**src/rtl/core/rmq_pkg.sv**
```systemverilog
// Shared types and constants of the rotation matrix to quaternion pipeline.
`default_nettype none
package rmq_pkg;
    localparam int FRAC_BITS = 14;
    localparam int ELEM_W    = 16;
    localparam int OUT_W     = 16;
    localparam int RAD_W     = ((FRAC_BITS + 1 > ELEM_W) ? FRAC_BITS + 1 : ELEM_W) + 2;
    localparam int NUM_W     = ELEM_W + 1;
    localparam int SQ_IN_W   = RAD_W - 1 + FRAC_BITS + 2;
    localparam int SQ_PAD    = SQ_IN_W + (SQ_IN_W % 2);
    localparam int S_W       = SQ_PAD / 2;
    localparam int DIV_W     = NUM_W + FRAC_BITS + 1;
    localparam int NSTAGE    = S_W + DIV_W + 3;

    typedef enum logic [1:0] {
        BR_TRACE = 2'd0,
        BR_X     = 2'd1,
        BR_Y     = 2'd2,
        BR_Z     = 2'd3
    } t_branch;

    typedef struct packed {
        t_branch                    br;
        logic                       inv;
        logic [2:0]                 neg;
        logic [2:0][NUM_W-1:0]      mag;
    } t_side;

    typedef struct packed {
        t_side                      side;
        logic [SQ_PAD-1:0]          rad;
        logic [S_W-1:0]             root;
        logic [S_W:0]               rem;
    } t_sq;

    typedef struct packed {
        t_branch                    br;
        logic                       inv;
        logic [2:0]                 neg;
        logic [S_W-1:0]             s;
        logic [S_W-1:0]             main;
        logic [2:0][DIV_W-1:0]      dvd;
        logic [2:0][S_W-1:0]        rem;
    } t_dv;
endpackage
`default_nettype wire

```
**src/rtl/core/rmq_sqrt_stage.sv**
```systemverilog
// One digit of the pipelined integer square root.
`default_nettype none
module rmq_sqrt_stage import rmq_pkg::*; (
    input  wire logic i_clk,
    input  wire logic i_en,
    input  t_sq       i_sq,
    output t_sq       o_sq
);
    logic [S_W+2:0] rem2, trial;
    logic           ge;
    t_sq            r_sq, n_sq;

    always_comb begin
        rem2  = {i_sq.rem, i_sq.rad[SQ_PAD-1 -: 2]};
        trial = (S_W + 3)'({i_sq.root, 2'b01});
        ge    = (rem2 >= trial);
        n_sq      = i_sq;
        n_sq.rad  = {i_sq.rad[SQ_PAD-3:0], 2'b00};
        n_sq.root = {i_sq.root[S_W-2:0], ge};
        n_sq.rem  = ge ? (S_W + 1)'(rem2 - trial) : (S_W + 1)'(rem2);
    end

    always_ff @(posedge i_clk) begin
        if (i_en) begin
            r_sq <= n_sq;
        end
    end

    assign o_sq = r_sq;
endmodule
`default_nettype wire

```
**config.mk**
```make
export PLATFORM = sky130hd
export DESIGN_NAME = rmq_sqrt_stage
export DESIGN_NICKNAME = d
export VERILOG_FILES = /design/src/rtl/core/rmq_pkg.sv /design/src/rtl/core/rmq_sqrt_stage.sv
export SDC_FILE = /design/constraint.sdc
export NUM_CORES = 1
export LEC_CHECK = 0
export BUFFER_PORTS_ARGS = -buffer_cell sky130_fd_sc_hd__buf_2
export CAP_MARGIN = 20
export CELL_PAD_IN_SITES_DETAIL_PLACEMENT = 1
export CELL_PAD_IN_SITES_GLOBAL_PLACEMENT = 1
export CORE_MARGIN = 10
export CORE_UTILIZATION = 38
export DETAILED_ROUTE_END_ITERATION = 12
export PLACE_DENSITY = 0.94
export SLEW_MARGIN = 40
export SYNTH_ARGS = -nofsm -noshare
export SYNTH_HDL_FRONTEND = slang
export SYNTH_SLANG_ARGS = --single-unit
```
**constraint.sdc**
```tcl
create_clock -name i_clk -period 5.3 [get_ports i_clk]
set_input_delay 1.59 -clock i_clk [delete_from_list [all_inputs] [get_ports i_clk]]
set_output_delay 1.59 -clock i_clk [all_outputs]
set_load 0.01 [all_outputs]
```
# Word level (Yosys, flattened, before mapping)
# Index checks and enable logic that the tools add are counted.
# totals
reg_bits,124
inputBits,128
output_inout_bits,126
elab_cells,12
# op_classes
addsub,1
magnitude_cmp,1
muxes,1
# op_table
cell,count
$ge A20 B19 Y1,1
$mux W18,1
$sub A18 B18 Y18,1

# Logic depth before layout (Yosys ltp)
# Gate-level depths: netlist of the first run.
# depth
depth_word,2
depth_mapped,11
depth_no_buf,8

# Worst setup path before layout of the first run
# Ideal clock, no wire load.
# synth_path
path_type,input port to flip-flop
start,input i_sq[27] (netlist name)
end,register r_sq (netlist bit o_sq[11]) (data pin)
t_arrival_ps,3430
required_ps,5040
path_slack_ps,1609
stages,11
n_path_buf,3
cell_sequence,inv_1 -> ha_1 -> buf_2 -> nand4_2 -> nor3_2 -> a41oi_1 -> o2111a_2 -> or2_1 -> buf_6 -> buf_12 -> mux2_4
# synth_rtl
item,line,source
start: declaration,rmq_sqrt_stage.sv:6,"input t_sq i_sq,"
end signal: assignment,rmq_sqrt_stage.sv:25,r_sq <= n_sq;
end: declaration,rmq_sqrt_stage.sv:11,"t_sq r_sq, n_sq;"

==> run summary, run 1 <==
Crit path time final -> 3.66 ns
Worst hold path cell count -> 1
Setup violators final -> 0
Critical path data arrival time -> 3.82 ns
Most common cell after layout, fill and taps aside -> buf_2
H-tree depth -> 4
Hold WC Path Type -> in2reg
Worst Setup Slack, final -> 1.64 ns
Filler-free cell count of the finished design -> 757
CTS Buf Count -> 17
Netlist cell types -> 46
Avg Inst Size Synth -> 16.7 sq um
# hold bufs at CTS -> 0
Period utilization -> 0.690
Worst VDD drop -> 0.284 mV
Drt first pass iters -> 4
Total power -> 2.77 mW
Slew margin rel. -> 0.563
Fraction of layout cells with a size suffix above 1 -> 0.519
Pins Over Slew Limit -> 0
Post-synthesis compound-gate area fraction -> 0.0761
Multiplexer share of the synthesized area -> 0.0314
Post-Place Cells -> 718
CTS Root Cell -> clkbuf_16
Largest net degree at the start of global routing -> 71
Startpoint Class -> input pin
Multi-input gate area -> 0.00112 sq mm
Mapped Cells -> 299
DIE WIDTH -> 135 um
# IOs -> 254
PwrDens -> 395 mW/mm^2
Number of flops mapped to enable cells by yosys -> 124
WHS Endpoint -> o_sq[78]
Synth Area in XOR/XNOR -> 0.0211
Post-CTS Setup Inserts -> 0
Die height -> 135 um
DRC -> 0
Core ar. -> 0.0127 sq mm
Worst hold start -> i_sq[78]
Post-synthesis register bit count -> 124
P&R area growth vs syn -> 41.0%
Vias post-DR -> 3768
# fillers -> 1344
Req. time, crit path -> 5.46 ns
Leakage -> 3.08 nW
CP Class -> in2reg
FFs w/ async S/R, synth -> 0
Overall Global Routing Usage -> 0.201
Reg clk slew, reported paths -> 0.06 ns
Setup TNS -> 0 ns
Post-CTS sizing -> 0
Vias in the first global route -> 4037
Post-DP HPWL -> 14600 um
Port Buf Inserts -> 251
Syn Std Cell Area -> 0.00498 sq mm
Main synth FF type -> edfxtp_1
Die ar. -> 0.0181 sq mm
GPL Wtd Cong -> 0.891
DRT iter0 DRCs -> 290
Post-DRT Antenna Nets -> 0
Pre-CTS WS -> 1.25 ns
Total grt overflow -> 0
Max Cap Viol -> 0
Synth warn -> 0
Post-synthesis simple-gate area fraction -> 0.0480
Global-route wire length before repair -> 26400 um
Sequential share of the synthesized area -> 0.747
CP max FO -> 19
RSZ-0062 raised after global routing -> false
Final #Nets -> 712
Vias/cell -> 4.98
Initial Utilization -> 0.392
Final Hold Slack -> 1.34 ns
Critical Path End Type -> flip-flop
Max reg flops -> 124
Status -> finished clean
Hold Violations, Final -> 0
# clock sinks -> 124
Antenna violations before repair -> 9
Least-Margin Pin Slew -> 0.656 ns
CTS tree -> done
WL final -> 19300 um
Most frequent cells in the layout -> 250 x buf_2, 124 x edfxtp_1, 22 x inv_1
Fmax -> 273 MHz
Largest family of logic cells by synthesized area -> compound AO/OA/AOI/OAI gates
WL/cell -> 25.5 um
Rows -> 41
Clk buf depth -> 2
Synth Area in Adders -> 0.0477
Register area -> 0.00372 sq mm
[logic make-up (layout without fill, tap and decap cells)]
kind of cell / count (synthesis) / after routing
AOI/OAI and AO/OA: 57 / 57
xor gates and xnor gates: 12 / 12
adders and majority gates: 19 / 19
buffers and inverters: 28 / 306
DFF: 124 / 124
muxes: 13 / 13
other: 1 / 9
and+or+nand+nor: 45 / 45
[Yosys cell counts (2+ instances only)]
library cell	number	area, sq um
a21oi_1	16	80.1
a211oi_1	2	15.0
edfxtp_1	124	3720
o21a_1	4	30.0
mux2_2	9	101
a31oi_1	2	12.5
nor2b_1	3	18.8
xor2_1	5	43.8
o21ai_0	15	75.1
xnor2_1	7	61.3
inv_1	22	82.6
a21o_1	3	22.5
nand2_1	11	41.3
nand2b_1	4	25.0
o211ai_1	4	30.0
buf_4	2	15.0
ha_1	19	238
nor3_1	5	25.0
mux2_4	3	45.0
nor2_1	8	30.0
o31ai_1	3	22.5
nand3_1	4	20.0
[metrics by stage]
step	cell area [sq um]	util
floorplan	4990	-
global placement	6420	0.505
detailed placement	6420	0.505
CTS	7010	0.551
global route	7020	0.552
finish	7030	0.553
[worst max-delay path: stages]
cell and delay, ns:
buf_2 0.09, inv_1 0.04, ha_1 0.34, a21oi_1 0.22, o21ai_1 0.17, a41oi_1 0.22
o2111a_2 0.28, or2_2 0.46, mux2_2 0.40
[power breakdown]
part	switching, mW	internal [mW]	leakage (nW)
registers	0.0280	1.19	1.21
logic	0.233	0.167	1.59
clock network	0.427	0.733	0.282
total	0.688	2.09	3.08
[worst max path at each step]
stage	start	endpoint	slack, ns	cells past startpoint
floorplan	i_sq[27]	o_sq[11]	1.61	11
global placement	i_sq[29]	o_sq[10]	1.08	9
detailed placement	i_sq[29]	o_sq[3]	1.25	9
CTS	i_sq[27]	o_sq[12]	1.66	9
global route	i_sq[25]	o_sq[12]	1.45	9
finish	i_sq[29]	o_sq[8]	1.64	9
[cell type report]
cell class / count / share of cell area
repair buffers: 252 / 0.182
flip-flops and latches: 124 / 0.530
clock buffers: 19 / 0.0616
multi-input cells: 148 / 0.160
diodes: 7 / 0.00249
well taps: 172 / 0.0306
inverters: 22 / 0.0117
clock inverters: 13 / 0.0214
[metal layers]
| layer | track usage | vias to the layer above | part of all wire |
|---|---|---|---|
| met4 | 0.0822 | 6 | 0.019 |
| met5 | 0 | - | 0.0021 |
| li1 | - | 1687 | - |
| met2 | 0.374 | 203 | 0.54 |
| met3 | 0.0972 | 28 | 0.10 |
| met1 | 0.180 | 1844 | 0.33 |
Power figures use the tool's default switching activity.
==> run 2, diff against run 1 <==
--- a/config.mk
+++ b/config.mk
@@ -10,9 +10,9 @@
 export CELL_PAD_IN_SITES_DETAIL_PLACEMENT = 1
 export CELL_PAD_IN_SITES_GLOBAL_PLACEMENT = 1
 export CORE_MARGIN = 10
-export CORE_UTILIZATION = 38
+export CORE_UTILIZATION = 32
 export DETAILED_ROUTE_END_ITERATION = 12
-export PLACE_DENSITY = 0.94
+export PLACE_DENSITY = 0.85
 export SLEW_MARGIN = 40
 export SYNTH_ARGS = -nofsm -noshare
 export SYNTH_HDL_FRONTEND = slang
==> constraint.sdc (replaced) <==
create_clock -name i_clk -period 3.1 [get_ports i_clk]
set_input_delay 0.93 -clock i_clk [delete_from_list [all_inputs] [get_ports i_clk]]
set_output_delay 0.93 -clock i_clk [all_outputs]
set_load 0.01 [all_outputs]
==> run 2 against run 1 <==
Against the previous run: combinational power rose by 82%; worst setup slack worse by 1.3 ns; power is 66% higher; final area up 3.0%; critical path type unchanged; largest power group unchanged.
==> run summary, run 2 (synthesis gave the netlist of run 1 again) <==
Final #Nets -> 738
Req. time, crit path -> 3.25 ns
Largest delay share family, worst path -> buffers and inverters
Vias in the first global route -> 4054
Cells along the critical path -> buf_2 -> inv_1 -> ha_1 -> buf_4 -> a21oi_1 -> o21ai_0 -> inv_1 -> o2111a_2 -> or2_1 -> buf_12 -> mux2_2
# IOs -> 254
RSZ-0062 raised after global routing -> false
Die ar. -> 0.0210 sq mm
Register area -> 0.00372 sq mm
CTS Root Cell -> clkbuf_16
Drt first pass iters -> 4
DIE WIDTH -> 145 um
GPL Wtd Cong -> 0.826
Die height -> 145 um
Overall Global Routing Usage -> 0.167
DRT iter0 DRCs -> 147
CP max FO -> 15
P&R area growth vs syn -> 45.3%
# hold bufs at CTS -> 0
Hold Violations, Final -> 0
Area after DPL -> 0.00668 sq mm
Largest net degree at the start of global routing -> 125
Startpoint Class -> input pin
Crit path buf inv count -> 5
PwrDens -> 636 mW/mm^2
Post-CTS Setup Inserts -> 0
Critical Path End Type -> flip-flop
Multi-input gate area -> 0.00112 sq mm
Hold WC Path Type -> in2reg
Antenna violations before repair -> 9
Worst VDD drop -> 0.339 mV
# fillers -> 1633
Rows -> 45
Reg clk slew, reported paths -> 0.06 ns
Global-route wire length before repair -> 25300 um
Pins Over Slew Limit -> 0
Period utilization -> 0.889
Max reg flops -> 124
Post-CTS sizing -> 0
Most common cell after layout, fill and taps aside -> buf_2
DRC -> 0
# clock sinks -> 124
Status -> finished clean
WL/cell -> 22.3 um
Worst path max stage delay -> 0.35 ns
Critical path's most frequent cell -> inv_1
Post-DP HPWL -> 15000 um
Setup violators final -> 0
Total power -> 4.61 mW
CP Class -> in2reg
WL final -> 18300 um
Fmax -> 363 MHz
H-tree depth -> 4
CTS tree -> done
Clk buf depth -> 2
Least-Margin Pin Slew -> 0.692 ns
Total grt overflow -> 0
Most frequent cells in the layout -> 250 x buf_2, 124 x edfxtp_1, 26 x buf_4
Critical path data arrival time -> 2.90 ns
Initial Utilization -> 0.327
Core ar. -> 0.0153 sq mm
Post-DRT Antenna Nets -> 0
Leakage -> 3.20 nW
Post-route cell area -> 0.00724 sq mm
Crit path time final -> 2.75 ns
Max Cap Viol -> 0
CP max-delay cell -> ha_1
Slew margin rel. -> 0.538
Fraction of layout cells with a size suffix above 1 -> 0.542
Vias post-DR -> 3745
Vias/cell -> 4.57
CTS Buf Count -> 17
Port Buf Inserts -> 251
==> run 2: changes by cell type in the layout (fill, tap and decap cells not counted), moves of 2 or more <==
cell       before  now
bufinv_16       3    1
inv_6           0    2
diode_2         7    5
clkbuf_1        2    0
buf_4           0   26
clkinv_4        2    5
==> run 2: through the flow <==
stage	hold slack, ns	TNS, ns	worst slack, ns	util	std cells
detailed placement	1.11	-0.657	-0.0708	0.438	783
finish	0.695	0	0.345	0.475	819
CTS	0.673	0	0.364	0.474	814
global placement	1.11	0	0.0351	0.438	783
floorplan	1.03	0	0.0693	-	300
global route	0.675	0	0.222	0.474	817
==> run 2: area by class of cell <==
class / instances / area share
Inverter: 22 / 0.0114
Sequential cell: 124 / 0.514
Tap cell: 211 / 0.0365
Antenna cell: 5 / 0.00173
Clock buffer: 17 / 0.0587
Timing Repair Buffer: 278 / 0.205
Clock inverter: 14 / 0.0169
Multi-Input combinational cell: 148 / 0.155
==> run 2: metal layers <==
metal  wire, um  track usage
met5         61            0
met4        186       0.0457
met3       2270       0.0900
met2       9900        0.320
met1       5870        0.144
==> run 2: path summary, 6_finish.rpt <==
check                start  endpoint  cells after the start
hold / removal    i_sq[49]  o_sq[51]                      1
setup / recovery  i_sq[27]   o_sq[7]                     11
==> run 2: power breakdown <==
| group | switching [mW] | total (mW) | internal [mW] |
|---|---|---|---|
| clock | 0.711 | 1.81 | 1.10 |
| sequential | 0.0420 | 2.07 | 2.03 |
| combinational | 0.403 | 0.727 | 0.324 |
| total | 1.16 | 4.61 | 3.45 |
==> run 3, diff against run 2 <==
--- a/config.mk
+++ b/config.mk
@@ -10,9 +10,10 @@
 export CELL_PAD_IN_SITES_DETAIL_PLACEMENT = 1
 export CELL_PAD_IN_SITES_GLOBAL_PLACEMENT = 1
 export CORE_MARGIN = 10
-export CORE_UTILIZATION = 32
+export CORE_UTILIZATION = 35
 export DETAILED_ROUTE_END_ITERATION = 12
-export PLACE_DENSITY = 0.85
+export PLACE_DENSITY = 0.88
+export SKIP_LAST_GASP = 1
 export SLEW_MARGIN = 40
 export SYNTH_ARGS = -nofsm -noshare
 export SYNTH_HDL_FRONTEND = slang
==> constraint.sdc (replaced) <==
create_clock -name i_clk -period 3 [get_ports i_clk]
set_input_delay 0.9 -clock i_clk [delete_from_list [all_inputs] [get_ports i_clk]]
set_output_delay 0.9 -clock i_clk [all_outputs]
set_load 0.01 [all_outputs]
==> run 3 against run 2 <==
Against the previous run: via count about the same; final area decreased by 0.36%; final cell count decreased by 4.2%; sequential power increased by 3%; combinational power increased by 3.3%; core utilization increased by 4.3 points; count of clock-buffer cells in the layout increased by 3; critical path depth unchanged; wire length decreased by 4.6%; clock power increased by 3%; worst setup slack got worse by 0.076 ns; global-route usage increased by 0.73 points; critical endpoint is now o_sq[9]; largest cell class unchanged.
==> run summary, run 3 (synthesis gave the netlist of run 1 again) <==
Status -> finished clean
Reg clk slew, reported paths -> 0.05 ns
Total grt overflow -> 0
Ant. Diodes -> 0
# hold bufs at CTS -> 0
Vias/cell -> 4.77
CP Class -> in2reg
Vias in the first global route -> 4214
Post-CTS Setup Inserts -> 0
Final Hold Slack -> 0.673 ns
CTS Buf Count -> 17
# IOs -> 254
Met2 Routed Length -> 9720 um
Uppermost layer routed -> met5
Clk buf depth -> 2
Switching portion of total power -> 0.237
Pre-CTS WS -> -0.159 ns
Leakage -> 3.21 nW
Fraction of layout cells with a size suffix above 1 -> 0.536
Largest net degree at the start of global routing -> 56
Die ar. -> 0.0194 sq mm
GPL Wtd Cong -> 0.870
# fillers -> 1486
CTS Root Cell -> clkbuf_16
Least-Margin Pin Slew -> 0.563 ns
Pins Over Slew Limit -> 0
Share of power burned in registers -> 0.450
Post-Place Cells -> 755
Rows -> 43
Hold WC Path Type -> in2reg
Max reg flops -> 124
RSZ-0062 raised after global routing -> false
Worst VDD drop -> 0.378 mV
Die height -> 139 um
Period utilization -> 0.910
Filler-free cell count of the finished design -> 785
Core ar. -> 0.0139 sq mm
Final #Nets -> 741
Setup violators final -> 0
Slew margin rel. -> 0.621
Pint -> 3.63 mW
Setup TNS -> 0 ns
Startpoint Class -> input pin
Antenna violations before repair -> 1
Post-DRT Antenna Nets -> 0
H-tree depth -> 4
Total power -> 4.76 mW
Req. time, crit path -> 3.15 ns
Drt first pass iters -> 4
Part of the power in the clock network -> 0.393
Initial Utilization -> 0.358
Met3 Routed Length -> 1470 um
Post-CTS sizing -> 0
Metal-1 WL -> 6120 um
DIE WIDTH -> 139 um
Critical Path End Type -> flip-flop
Port Buf Inserts -> 251
Overall Global Routing Usage -> 0.174
Post-DP HPWL -> 14300 um
Most common cell after layout, fill and taps aside -> buf_2
Global-route wire length before repair -> 25500 um
Vias post-DR -> 3748
WL/cell -> 22.2 um
Combinational share of power -> 0.158
Hold Violations, Final -> 0
Net switching power -> 1.13 mW
P&R area growth vs syn -> 44.8%
CP max FO -> 17
Max Cap Viol -> 0
PwrDens -> 660 mW/mm^2
# clock sinks -> 124
Crit path time final -> 2.73 ns
CTS tree -> done
DRT iter0 DRCs -> 203
DRC -> 0
Critical path data arrival time -> 2.88 ns
Worst Setup Slack, final -> 0.269 ns
Most frequent cells in the layout -> 250 x buf_2, 124 x edfxtp_1, 28 x buf_4
Fmax -> 366 MHz
WL final -> 17500 um
[run 3: metal layers]
metal | vias up | GRT usage
li1 | 1725 | -
met1 | 1844 | 0.171
met2 | 168 | 0.330
met3 | 9 | 0.0646
met4 | 2 | 0.0472
met5 | - | 0
[run 3: critical path, stage by stage]
cell and delay, ns:
buf_2 0.09, inv_1 0.05, ha_1 0.34, buf_4 0.17, a21oi_1 0.18, o21ai_0 0.15, inv_1 0.09, o2111a_2 0.20
or2_1 0.17, buf_12 0.18, mux2_2 0.35
[run 3: power groups by stage]
stage                     Combinational, mW  Clock (mW)  Sequential (mW)
after floorplan                       0.253           0             2.26
after global placement                0.726           0             2.16
after detailed placement              0.761           0             2.18
after CTS                             0.766        1.92             2.15
after global routing                  0.816        2.00             2.15
final                                 0.751        1.87             2.14
[run 3: worst paths after layout]
kind / depth (start not counted) / to / startpoint
max: 11 / o_sq[9] / i_sq[27]
min: 1 / o_sq[97] / i_sq[97]
[run 3: metrics by stage]
stage               instance area [sq um]  utilization
global placement                     6680        0.479
floorplan                            4990            -
CTS                                  7220        0.518
finish                               7220        0.518
global route                         7220        0.518
detailed placement                   6680        0.479
[run 3: layout make-up]
class                   count  area [sq um]  share of cell area
flip-flops and latches    124          3720               0.516
multi-input cells         148          1120               0.156
clock inverters            10           101              0.0140
inverters                  22          82.6              0.0114
repair buffers            281          1520               0.211
clock buffers              20           437              0.0605
well taps                 180           225              0.0312
