<file path="config.mk">
export PLATFORM = sky130hd
export DESIGN_NAME = rmq_back
export DESIGN_NICKNAME = d
export VERILOG_FILES = /design/src/rtl/core/rmq_pkg.sv /design/src/rtl/core/rmq_back.sv
export SDC_FILE = /design/constraint.sdc
export NUM_CORES = 1
export LEC_CHECK = 0
export BUFFER_PORTS_ARGS = -buffer_cell sky130_fd_sc_hd__buf_2
export CAP_MARGIN = 0
export CORE_MARGIN = 4
export CORE_UTILIZATION = 38
export CTS_CLUSTER_SIZE = 14
export DETAILED_ROUTE_END_ITERATION = 7
export PLACE_DENSITY = 0.79
export SLEW_MARGIN = 20
export SYNTH_ARGS = -nofsm -noshare
export SYNTH_HDL_FRONTEND = slang
export SYNTH_SLANG_ARGS = --single-unit
</file>
<file path="constraint.sdc">
create_clock -name i_clk -period 2.67 [get_ports i_clk]
set_clock_uncertainty 0.15 [all_clocks]
set_input_delay 0.267 -clock i_clk [delete_from_list [all_inputs] [get_ports i_clk]]
set_output_delay 0.267 -clock i_clk [all_outputs]
set_load 0.05 [all_outputs]
</file>
<file path="src/rtl/core/rmq_pkg.sv">
// Shared types and constants of the rotation matrix to quaternion pipeline.
`default_nettype none
package rmq_pkg;
    localparam int FRAC_BITS = 14;
    localparam int ELEM_W    = 16;
    localparam int OUT_W     = 16;
    localparam int RAD_W     = ((FRAC_BITS + 1 > ELEM_W) ? FRAC_BITS + 1 : ELEM_W) + 2;
    localparam int NUM_W     = ELEM_W + 1;
    localparam int SQ_IN_W   = RAD_W - 1 + FRAC_BITS + 2;
    localparam int SQ_PAD    = SQ_IN_W + (SQ_IN_W % 2);
    localparam int S_W       = SQ_PAD / 2;
    localparam int DIV_W     = NUM_W + FRAC_BITS + 1;
    localparam int NSTAGE    = S_W + DIV_W + 3;

    typedef enum logic [1:0] {
        BR_TRACE = 2'd0,
        BR_X     = 2'd1,
        BR_Y     = 2'd2,
        BR_Z     = 2'd3
    } t_branch;

    typedef struct packed {
        t_branch                    br;
        logic                       inv;
        logic [2:0]                 neg;
        logic [2:0][NUM_W-1:0]      mag;
    } t_side;

    typedef struct packed {
        t_side                      side;
        logic [SQ_PAD-1:0]          rad;
        logic [S_W-1:0]             root;
        logic [S_W:0]               rem;
    } t_sq;

    typedef struct packed {
        t_branch                    br;
        logic                       inv;
        logic [2:0]                 neg;
        logic [S_W-1:0]             s;
        logic [S_W-1:0]             main;
        logic [2:0][DIV_W-1:0]      dvd;
        logic [2:0][S_W-1:0]        rem;
    } t_dv;
endpackage
`default_nettype wire

</file>
<file path="src/rtl/core/rmq_back.sv">
// Sign, saturation and placement of the four quaternion components.
`default_nettype none
module rmq_back import rmq_pkg::*; (
    input  wire logic               i_clk,
    input  wire logic               i_en,
    input  t_dv                     i_dv,
    output logic signed [OUT_W-1:0] o_w,
    output logic signed [OUT_W-1:0] o_x,
    output logic signed [OUT_W-1:0] o_y,
    output logic signed [OUT_W-1:0] o_z,
    output t_branch                 o_br,
    output logic                    o_inv
);
    localparam logic [DIV_W-1:0] POS_LIM = DIV_W'((1 << (OUT_W - 1)) - 1);
    localparam logic [DIV_W-1:0] NEG_LIM = DIV_W'(1 << (OUT_W - 1));
    localparam logic [OUT_W-1:0] OUT_MAX = OUT_W'(POS_LIM);
    localparam logic [OUT_W-1:0] OUT_MIN = OUT_W'(NEG_LIM);

    logic [2:0][OUT_W-1:0] c;
    logic [OUT_W-1:0]      m;
    logic [OUT_W-1:0]      r_w, r_x, r_y, r_z, n_w, n_x, n_y, n_z;
    t_branch               r_br;
    logic                  r_inv;

    always_comb begin
        for (int k = 0; k < 3; k++) begin
            if (!i_dv.neg[k]) begin
                c[k] = (i_dv.dvd[k] > POS_LIM) ? OUT_MAX : i_dv.dvd[k][OUT_W-1:0];
            end else begin
                c[k] = (i_dv.dvd[k] > NEG_LIM) ? OUT_MIN
                     : OUT_W'(-i_dv.dvd[k][OUT_W-1:0]);
            end
        end
        m = ((S_W + 1 > OUT_W) && ((S_W + 1)'(i_dv.main) > (S_W + 1)'(POS_LIM)))
          ? OUT_MAX : OUT_W'(i_dv.main);
        unique case (i_dv.br)
            BR_TRACE: begin n_w = m;    n_x = c[0]; n_y = c[1]; n_z = c[2]; end
            BR_X:     begin n_w = c[0]; n_x = m;    n_y = c[1]; n_z = c[2]; end
            BR_Y:     begin n_w = c[0]; n_x = c[1]; n_y = m;    n_z = c[2]; end
            default:  begin n_w = c[0]; n_x = c[1]; n_y = c[2]; n_z = m;    end
        endcase
        if (i_dv.inv) begin
            n_w = '0;
            n_x = '0;
            n_y = '0;
            n_z = '0;
        end
    end

    always_ff @(posedge i_clk) begin
        if (i_en) begin
            r_w   <= n_w;
            r_x   <= n_x;
            r_y   <= n_y;
            r_z   <= n_z;
            r_br  <= i_dv.br;
            r_inv <= i_dv.inv;
        end
    end

    assign o_w   = r_w;
    assign o_x   = r_x;
    assign o_y   = r_y;
    assign o_z   = r_z;
    assign o_br  = r_br;
    assign o_inv = r_inv;
endmodule
`default_nettype wire

</file>
# Word level (Yosys, flattened, before mapping)
# Cells that the tools add are included.
# totals
reg_bits	67
input_bits	189
output_inout_bits	67
word_cells	35
# classes
n_addsub	3
order_cmp	7
eq_ne	2
muxes	14
reduce_logical	3
# ops
operator	count
$mux 16	12
$gt 32x15->1 const B	3
$gt 32x16->1 const B	3
$pmux 16 s2	2
$neg 16->16	3
$gt 17x15->1 const B	1
$reduce_or 3->1	1
$eq 2x1->1 const B	1
$eq 2x2->1 const B	1
$logic_not 2->1	1
$reduce_or 2->1	1

# Longest topological paths before layout
# Gate-level depths: netlist of the first run.
# depth
ltp_word	4
depth_mapped	8
depth_no_buf	7

# Worst setup path before layout of the first run
# Ideal clock, no wire load.
# synth_timing
path_type	in2reg
start	input i_dv[116] (netlist bit)
end	register r_y[6], in the netlist o_y[6], data pin
setup_ns	0.284
t_arrival_ns	1.922
required_time_ns	2.236
path_slack_ns	0.314
path_stages	8
n_path_buf	1
cell_sequence	inv_1 -> ha_1 -> or3b_1 -> clkbuf_1 -> or3_1 -> nor4b_1 -> a2111oi_0 -> o32ai_1
# synth_via
elab_chain_len	4
word_cells_on_any_way	7
classes_between	add/sub (1); order compare (2); mux (4)
# synth_rtl
element	line_no	source
start, declared	rmq_back.sv:6	input t_dv i_dv,
$gt 32x15->1, or another cell as far along	rmq_back.sv:28	c[k] = (i_dv.dvd[k] > POS_LIM) ? OUT_MAX : i_dv.dvd[k][OUT_W-1:0];
$mux 16, on equally long branches	rmq_back.sv:28, rmq_back.sv:30	
$mux 16 *	rmq_back.sv:27	if (!i_dv.neg[k]) begin
$pmux 16 s2 *	rmq_back.sv:36	unique case (i_dv.br)
end signal, assigned	rmq_back.sv:54	r_y <= n_y;
end, declared	rmq_back.sv:21	logic [OUT_W-1:0] r_w, r_x, r_y, r_z, n_w, n_x, n_y, n_z;
# Mark *: on every way between the ends. The rest lies on a longest branch, timed or not.
# A chain may end at the register's enable or synchronous reset.

# Worst setup path in the final report of the first run
# layout_timing
start	input i_dv[83] (netlist bit)
end	register r_y[9], in the netlist o_y[9], data pin
# The elaborated chain is that of the path after synthesis.

==> results.yml, run 1 <==
outcome:
  status: "completed"
synthesis:
  synthTopCellsByArea: "edfxtp_1 36%, nor3_1 4.2%, a211oi_1 4.1%"
  syn_avg_cell_area_um2: 9.39
  synth.net_count: 782
  synthArstFlopShare_pct: 0
  synth-compound-area-share_pct: 28.9
  yosys.area.top_type: "edfxtp_1"
  yosys_register_bits: 67
  synthFlopType: "edfxtp_1"
  yosys_warnings: 0
  seq_area_frac_synth_pct: 36.3
  postSynthCellCount: 590
  synth-adder-area-share_pct: 0.677
  synth_top_area_share_pct: 36.3
  synth_area_um2: 5540
  synth_most_common_cell: "edfxtp_1"
  synth_xor_area_share_pct: 0.474
  synth_simple_gate_area_share_pct: 26.1
  synth_top_family_by_area: "compound AO/OA/AOI/OAI gates"
  synth_edf_count: 67
  muxShareOfSynthArea_pct: 0.587
  synth_cell_type_count: 81
  ys_top_cells_by_count: "67 x edfxtp_1, 47 x nor2_1, 47 x nor3_1"
timing:
  rsz0062_at_grt: "no"
  relSlewSlack_pct: 43.8
  tightest_slew_ns: 0.844
  maxSlewViolCount: 0
  timing.final.crit_share_pct: 92.9
  post-route-min-period_ns: 2.48
  setup_viol: 0
  final.setup.tns_ns: 0
  max_freq_mhz: 403
  finalHoldViolations: 0
setup_path:
  crit_fanout: 5
  crit_path_start: "i_dv[83]"
  path_class: "primary input to flop"
  cp-end-kind: "flop"
  startpoint_type: "primary input"
  cp.arrival_ns: 2.39
  crit_required_ns: 2.58
pwr:
  power_leakage_uw: 0.00271
  ir_worst_vdd_v: 0.000504
  powerDensity_nw_per_um2: 504
cts:
  path_clk_slew_ns: 0.05
  cts.sinks: 67
  holdBufCountCts: 0
  postCtsSetupBuffers: 0
  cts_tree: "done"
  clk_path_buf_depth: 2
  h-tree-depth: 3
  root_buffer: "clkbuf_16"
  post_cts_resized: 0
  cts_buffers: 9
floorplanning:
  coreArea_um2: 14100
  initial_core_util_pct: 39.3
  num_io_pins: 256
  dieArea_um2: 16600
  rows: 43
  die_w_um: 129
  fp.dieH_um: 129
global_routing:
  antenna_found_initial: 0
  grt_first_pass_wirelength_um: 30300
  overflow: 0
  grt_pass1_vias: 5622
  grt_start_max_net_pins: 68
  grt.total_usage_pct: 23.0
min_path:
  hold_class: "primary input to flop"
  hp-start: "i_dv[186]"
cells_and_area:
  fillCellCount: 1307
  drive_above_1_share_pct: 38.5
  seq_area_um2: 2010
  instances_no_fill: 993
  fin_nets: 998
  multiInputGateArea_um2: 3140
  syn_to_final_growth_pct: 31.2
route:
  drc: 0
  dr.pass1.iters: 7
  route.detailed.vias_per_inst: 6.33
  wl_um: 20100
  wl_per_cell_um: 20.3
  wl_met1_um: 8020
  topRoutingLayerUsed: "met4"
  initialDrtViolationCount: 854
  wl_met3_um: 2500
  ant_nets: 0
  dr_total_vias: 6286
  met2_wirelength_um: 9140
placed_design:
  dpl.hpwl_um: 15200
  gp_congestion: 0.902
  portBuffers: 187
  dp_cells: 975
flow_run:
  maxCapViolations: 0
## power by group
part / internal (uW) / switching (uW) / total [uW] / leakage, uW
Sequential: 1270 / 38.7 / 1310 / 0.000648
Combinational: 312 / 759 / 1070 / 0.00190
Clock: 815 / 471 / 1290 / 0.000156
Total: 2400 / 1270 / 3670 / 0.00271
## per-stage QoR
step	area, um^2	utilization [%]	setup slack (ns)	hold slack, ns	total power [uW]
CTS	7270	51.6	0.223	0.169	3660
finish	7270	51.6	0.191	0.178	3670
floorplan	5540	-	0.314	0.216	1980
detailed placement	6950	49.3	-0.105	0.519	2380
global route	7270	51.6	0.0803	0.182	3780
global placement	6950	49.3	-0.0772	0.519	2370
## cells in the final DEF (no fill, tap or decap), types with 4 or more instances in the layout
cell / Yosys / final
or2_2: 5 / 5
o221ai_1: 9 / 9
or3_1: 16 / 16
edfxtp_1: 67 / 67
buf_4: 1 / 67
a31oi_1: 11 / 11
a2111oi_0: 13 / 13
o31ai_1: 17 / 17
nand2_1: 31 / 31
nor4_1: 31 / 31
a221oi_1: 9 / 9
a21oi_1: 24 / 24
or4_1: 8 / 8
nor3_1: 47 / 47
clkbuf_16: 0 / 9
a211oi_1: 30 / 30
nand2b_1: 6 / 6
o211ai_1: 9 / 9
nand3_1: 16 / 16
buf_2: 6 / 187
o21ai_0: 7 / 7
o32ai_1: 14 / 14
nor2_1: 47 / 47
and4_1: 4 / 4
inv_1: 19 / 19
o41ai_1: 9 / 9
nor4b_1: 7 / 7
nand4_1: 7 / 7
## metal layers
metal	GRT usage, %	vias up
met5	0	-
met4	6.11	0
met3	5.19	51
met2	35.8	402
met1	32.5	2937
li1	-	2896
## critical path: stages
cell      delay (ns)
buf_2           0.13
inv_1           0.05
ha_1            0.23
nor3b_1         0.15
buf_4           0.14
a41oi_4         0.24
buf_4           0.19
o41ai_2         0.07
a221oi_1        0.58
buf_4           0.23
o221ai_1        0.11
## flip-flops by register name, summed over array words and instances (netlist names)
name	cells
o_w	16
o_x	16
o_z	16
o_y	16
o_br	2
o_inv	1
## kinds of logic after synthesis
group | after synthesis
buffers and inverters | 71
muxes | 3
AOI/OAI and AO/OA | 194
xor gates and xnor gates | 3
DFF | 67
adders and majority gates | 3
and+or+nand+nor | 249
## path summary, 6_finish.rpt
kind                  end  slack, ns  cells after the start
hold / removal    o_br[1]       0.18                      1
setup / recovery   o_y[9]       0.19                     11
## cell type report
cell class,instances,area share [%]
well taps,180,3.10
multi-input cells,452,43.2
flip-flops and latches,67,27.7
clock buffers,9,3.10
diodes,2,0.0688
repair buffers,257,20.6
inverters,19,0.981
clock inverters,7,1.26
No activity file was read; power rests on OpenSTA's default activity.
==> inputs of run 2 (changes only) <==
- CELL_PAD_IN_SITES_DETAIL_PLACEMENT: default -> 1
- CELL_PAD_IN_SITES_GLOBAL_PLACEMENT: default -> 2
- CORE_UTILIZATION: 38 -> 27
- PLACE_DENSITY: 0.79 -> 0.93
==> results.yml, run 2 (synthesized netlist as in run 1, its figures left out) <==
cells_and_area:
  seq_area_um2: 2010
  utilization_pct: 37.2
  final_common_cell: "buf_2"
  mostFrequentLayoutCells: "187 x buf_2, 85 x buf_4, 67 x edfxtp_1, 47 x nor3_1, 47 x nor2_1"
  fin_nets: 1015
  syn_to_final_growth_pct: 35.9
  drive_above_1_share_pct: 39.7
  instances_no_fill: 1100
  multiInputGateArea_um2: 3150
  fillCellCount: 2391
placed_design:
  portBuffers: 187
  gp_congestion: 0.884
  dp_cells: 1082
  dpl.hpwl_um: 18000
pwr:
  powerDensity_nw_per_um2: 505
  ir_worst_vdd_v: 0.000300
  power_leakage_uw: 0.00278
cts:
  cts_tree: "done"
  cts_buffers: 9
  holdBufCountCts: 0
  clk_path_buf_depth: 2
  post_cts_resized: 0
  h-tree-depth: 3
  cts.sinks: 67
  path_clk_slew_ns: 0.06
  root_buffer: "clkbuf_16"
  postCtsSetupBuffers: 0
setup_path:
  crit_required_ns: 2.61
  cp.arrival_ns: 2.48
  crit_chain: "buf_2 -> inv_1 -> ha_1 -> buf_4 -> nor4b_4 -> buf_4 -> nand2_1 -> o41ai_1 -> a2111oi_0 -> o32ai_1"
  worst-path-buf-inv: 4
  path_class: "primary input to flop"
  startpoint_type: "primary input"
  crit_slowest_cell: "o32ai_1"
  crit_fanout: 5
  crit_top_cell: "buf_4"
  crit_family: "compound AO/OA/AOI/OAI gates"
  cp-end-kind: "flop"
  slowest_delay_ns: 0.51
route:
  initialDrtViolationCount: 400
  wl_per_cell_um: 21.1
  dr.pass1.iters: 5
  drc: 0
  wl_um: 23300
  ant_nets: 0
  route.detailed.vias_per_inst: 5.74
  dr_total_vias: 6319
global_routing:
  grt.total_usage_pct: 19.5
  grt_pass1_vias: 6313
  antenna_found_initial: 6
  grt_first_pass_wirelength_um: 34800
  grt_start_max_net_pins: 68
  overflow: 0
timing:
  finalHoldViolations: 0
  tightest_slew_ns: 0.891
  maxSlewViolCount: 0
  hold_slack_ns: 0.191
  setup_viol: 0
  relSlewSlack_pct: 40.6
  max_freq_mhz: 394
  rsz0062_at_grt: "no"
  timing.final.crit_share_pct: 95.2
  post-route-min-period_ns: 2.54
outcome:
  status: "completed"
floorplanning:
  initial_core_util_pct: 27.4
  coreArea_um2: 20200
  rows: 52
  dieArea_um2: 22900
  die_w_um: 151
  num_io_pins: 256
  fp.dieH_um: 151
min_path:
  hold_class: "primary input to flop"
flow_run:
  maxCapViolations: 0
==> run 2: cell types whose count changed in the layout (fill, tap and decap cells not counted), sizes merged <==
cell      previous run  this run
inv                 20        19
clkinvlp             1         2
clkbuf               9        10
bufinv               2         3
clkinv               3         1
buf                257       274
==> run 2: layer usage <==
metal / share of wire, % / vias up / GRT usage, %
li1: - / 2924 / -
met1: 40 / 3091 / 24.7
met2: 49 / 250 / 33.3
met3: 7.5 / 46 / 3.77
met4: 2.6 / 8 / 6.53
met5: 0.18 / - / 0
==> run 2: worst paths after layout <==
kind / slack, ns / to / depth (start not counted) / start
worst max-delay path: 0.13 / o_y[10] / 10 / i_dv[116]
worst min-delay path: 0.19 / o_br[1] / 1 / i_dv[186]
==> run 2: power by group <==
part | switching, uW | leakage [uW] | internal (uW)
clock | 471 | 0.000159 | 914
sequential | 33.9 | 0.000648 | 1270
combinational | 784 | 0.00198 | 326
total | 1290 | 0.00278 | 2510
==> run 2: area by class of cell <==
type | count | share of cell area, %
clock buffers | 10 | 3.04
multi-input cells | 452 | 41.8
well taps | 270 | 4.48
inverters | 19 | 0.947
clock inverters | 6 | 1.51
repair buffers | 274 | 21.4
diodes | 2 | 0.0664
flip-flops and latches | 67 | 26.7
==> run 2: stage by stage <==
stage	TNS (ns)	total power, uW	area, um^2	setup slack, ns
5_1_grt	0	3940	7530	0.0151
3_5_place_dp	-0.644	2430	7180	-0.155
6_report	0	3800	7530	0.129
3_3_place_gp	-0.0704	2400	7180	-0.0573
4_1_cts	0	3810	7520	0.151
2_1_floorplan	0	1980	5540	0.314
==> inputs of run 3 (changes only) <==
- ABC_AREA: default -> 1
- CORE_ASPECT_RATIO: default -> 1.2
- CORE_UTILIZATION: 27 -> 24
- SKIP_LAST_GASP: default -> 1
==> results.yml, run 3 <==
cts:
  cts_buffers: 9
  h-tree-depth: 3
  root_buffer: "clkbuf_16"
  postCtsSetupBuffers: 0
  post_cts_resized: 0
  path_clk_slew_ns: 0.06
  holdBufCountCts: 0
  clk_path_buf_depth: 2
  cts_tree: "done"
  cts.sinks: 67
cells_and_area:
  instances_no_fill: 1377
  fin_nets: 1249
  mostFrequentLayoutCells: "294 x nand2_1, 187 x buf_2, 125 x inv_1, 108 x nor2_1, 87 x nand3_1"
  final_common_cell: "nand2_1"
  design_area_um2: 7300
  n_antenna_cell: 0
  syn_to_final_growth_pct: 28.0
  drive_above_1_share_pct: 22.0
setup_path:
  cp.arrival_ns: 2.23
  crit_fanout: 14
  crit_required_ns: 2.74
  cp-end-kind: "flop"
  crit_path_start: "i_dv[83]"
  path_class: "primary input to flop"
  endpoint: "o_y[0]"
  startpoint_type: "primary input"
synthesis:
  synth.net_count: 1074
  yosys.area.top_type: "edfxtp_1"
  muxShareOfSynthArea_pct: 0
  synth_area_um2: 5710
  synth_cell_type_count: 30
  synth-compound-area-share_pct: 12.0
  synthArstFlopShare_pct: 0
  synth_xor_area_share_pct: 2.46
  synth-adder-area-share_pct: 0.658
  seq_area_frac_synth_pct: 35.3
  yosys_register_bits: 67
  synth_top_family_by_area: "simple AND/OR/NAND/NOR gates"
  synth_simple_gate_area_share_pct: 38.0
  synth_edf_count: 67
  synthFlopType: "edfxtp_1"
  yosys_warnings: 0
  synth_most_common_cell: "nand2_1"
  postSynthCellCount: 882
  syn_avg_cell_area_um2: 6.47
  ys_top_cells_by_count: "294 x nand2_1, 125 x inv_1, 108 x nor2_1, 87 x nand3_1, 67 x edfxtp_1"
  synthTopCellsByArea: "edfxtp_1 35%, nand2_1 19%, inv_1 8.2%"
  synth_top_area_share_pct: 35.3
pwr:
  power_uw: 3720
  power_leakage_uw: 0.00362
  powerDensity_nw_per_um2: 509
  ir_worst_vdd_v: 0.000296
route:
  dr.pass1.iters: 5
  wl_um: 22500
  route.detailed.vias_per_inst: 4.64
  dr_total_vias: 6395
  ant_nets: 0
  initialDrtViolationCount: 302
  wl_per_cell_um: 16.4
  drc: 0
outcome:
  status: "completed"
placed_design:
  dpl.hpwl_um: 18300
  gp_congestion: 0.879
  post_dp_cell_area_um2: 6950
  dp_cells: 1361
  portBuffers: 187
timing:
  relSlewSlack_pct: 32.9
  finalHoldViolations: 0
  maxSlewViolCount: 0
  max_freq_mhz: 462
  tightest_slew_ns: 1.00
  setup_viol: 0
  rsz0062_at_grt: "no"
  post-route-min-period_ns: 2.16
  timing.final.crit_share_pct: 81.1
  hold_slack_ns: 0.0652
  final.setup.tns_ns: 0
global_routing:
  overflow: 0
  antenna_found_initial: 0
  grt_first_pass_wirelength_um: 34400
  grt_start_max_net_pins: 68
  grt.total_usage_pct: 16.7
  grt_pass1_vias: 6425
min_path:
  hold_class: "primary input to flop"
floorplanning:
  initial_core_util_pct: 24.5
  rows: 61
  die_w_um: 149
  dieArea_um2: 26300
  fp.dieH_um: 177
  coreArea_um2: 23300
  num_io_pins: 256
flow_run:
  maxCapViolations: 0
run 3: power by group:
| part | leakage [uW] | switching, uW | internal (uW) |
|---|---|---|---|
| clock | 0.000166 | 499 | 919 |
| sequential | 0.000647 | 31.8 | 1270 |
| combinational | 0.00280 | 745 | 258 |
| total | 0.00362 | 1270 | 2440 |
run 3: worst max-delay path: stages:
cell and delay [ns]:
buf_2 0.11, inv_1 0.10, ha_1 0.23, nand2_2 0.11, nor2_4 0.13, nand2_2 0.07, a21oi_4 0.40, nand2_1 0.09
o21ai_0 0.24, nand2_1 0.18, nand3_1 0.16, nand2_1 0.07, inv_1 0.07
run 3: area by class of cell:
type                            count  area [um^2]
Multi-Input combinational cell    653         3030
Clock buffer                        9          225
Timing Repair Buffer              199         1040
Tap cell                          315          394
Sequential cell                    67         2010
Fill cell                        3027        16000
Clock inverter                      7          124
Inverter                          127          477
run 3: worst min path at each step:
stage,from,endpoint,slack [ns],depth (start not counted)
floorplan,i_dv[185],o_br[0],0.22,0
detailed placement,i_dv[185],o_br[0],0.40,1
finish,i_dv[185],o_br[0],0.07,1
global placement,i_dv[185],o_br[0],0.40,1
global route,i_dv[185],o_br[0],0.07,1
CTS,i_dv[185],o_br[0],0.04,1
run 3: cells by family (layout without fill, tap and decap cells):
family | Yosys count | after routing
compound gates | 115 | 115
xor+xnor | 16 | 16
fa+ha+maj | 3 | 3
buf+inv | 162 | 342
flops | 67 | 67
simple gates | 519 | 519
run 3: routing by layer:
layer / part of all wire [%] / track usage [%]
met1: 42 / 19.9
met2: 51 / 29.9
met3: 5.0 / 3.10
met4: 2.7 / 5.84
met5: 0 / 0
run 3: stage by stage:
step	worst slack [ns]	utilization, %
3_5_place_dp	0.194	29.9
3_3_place_gp	0.226	29.9
5_1_grt	0.384	31.4
4_1_cts	0.557	31.4
2_1_floorplan	0.807	-
6_report	0.505	31.4
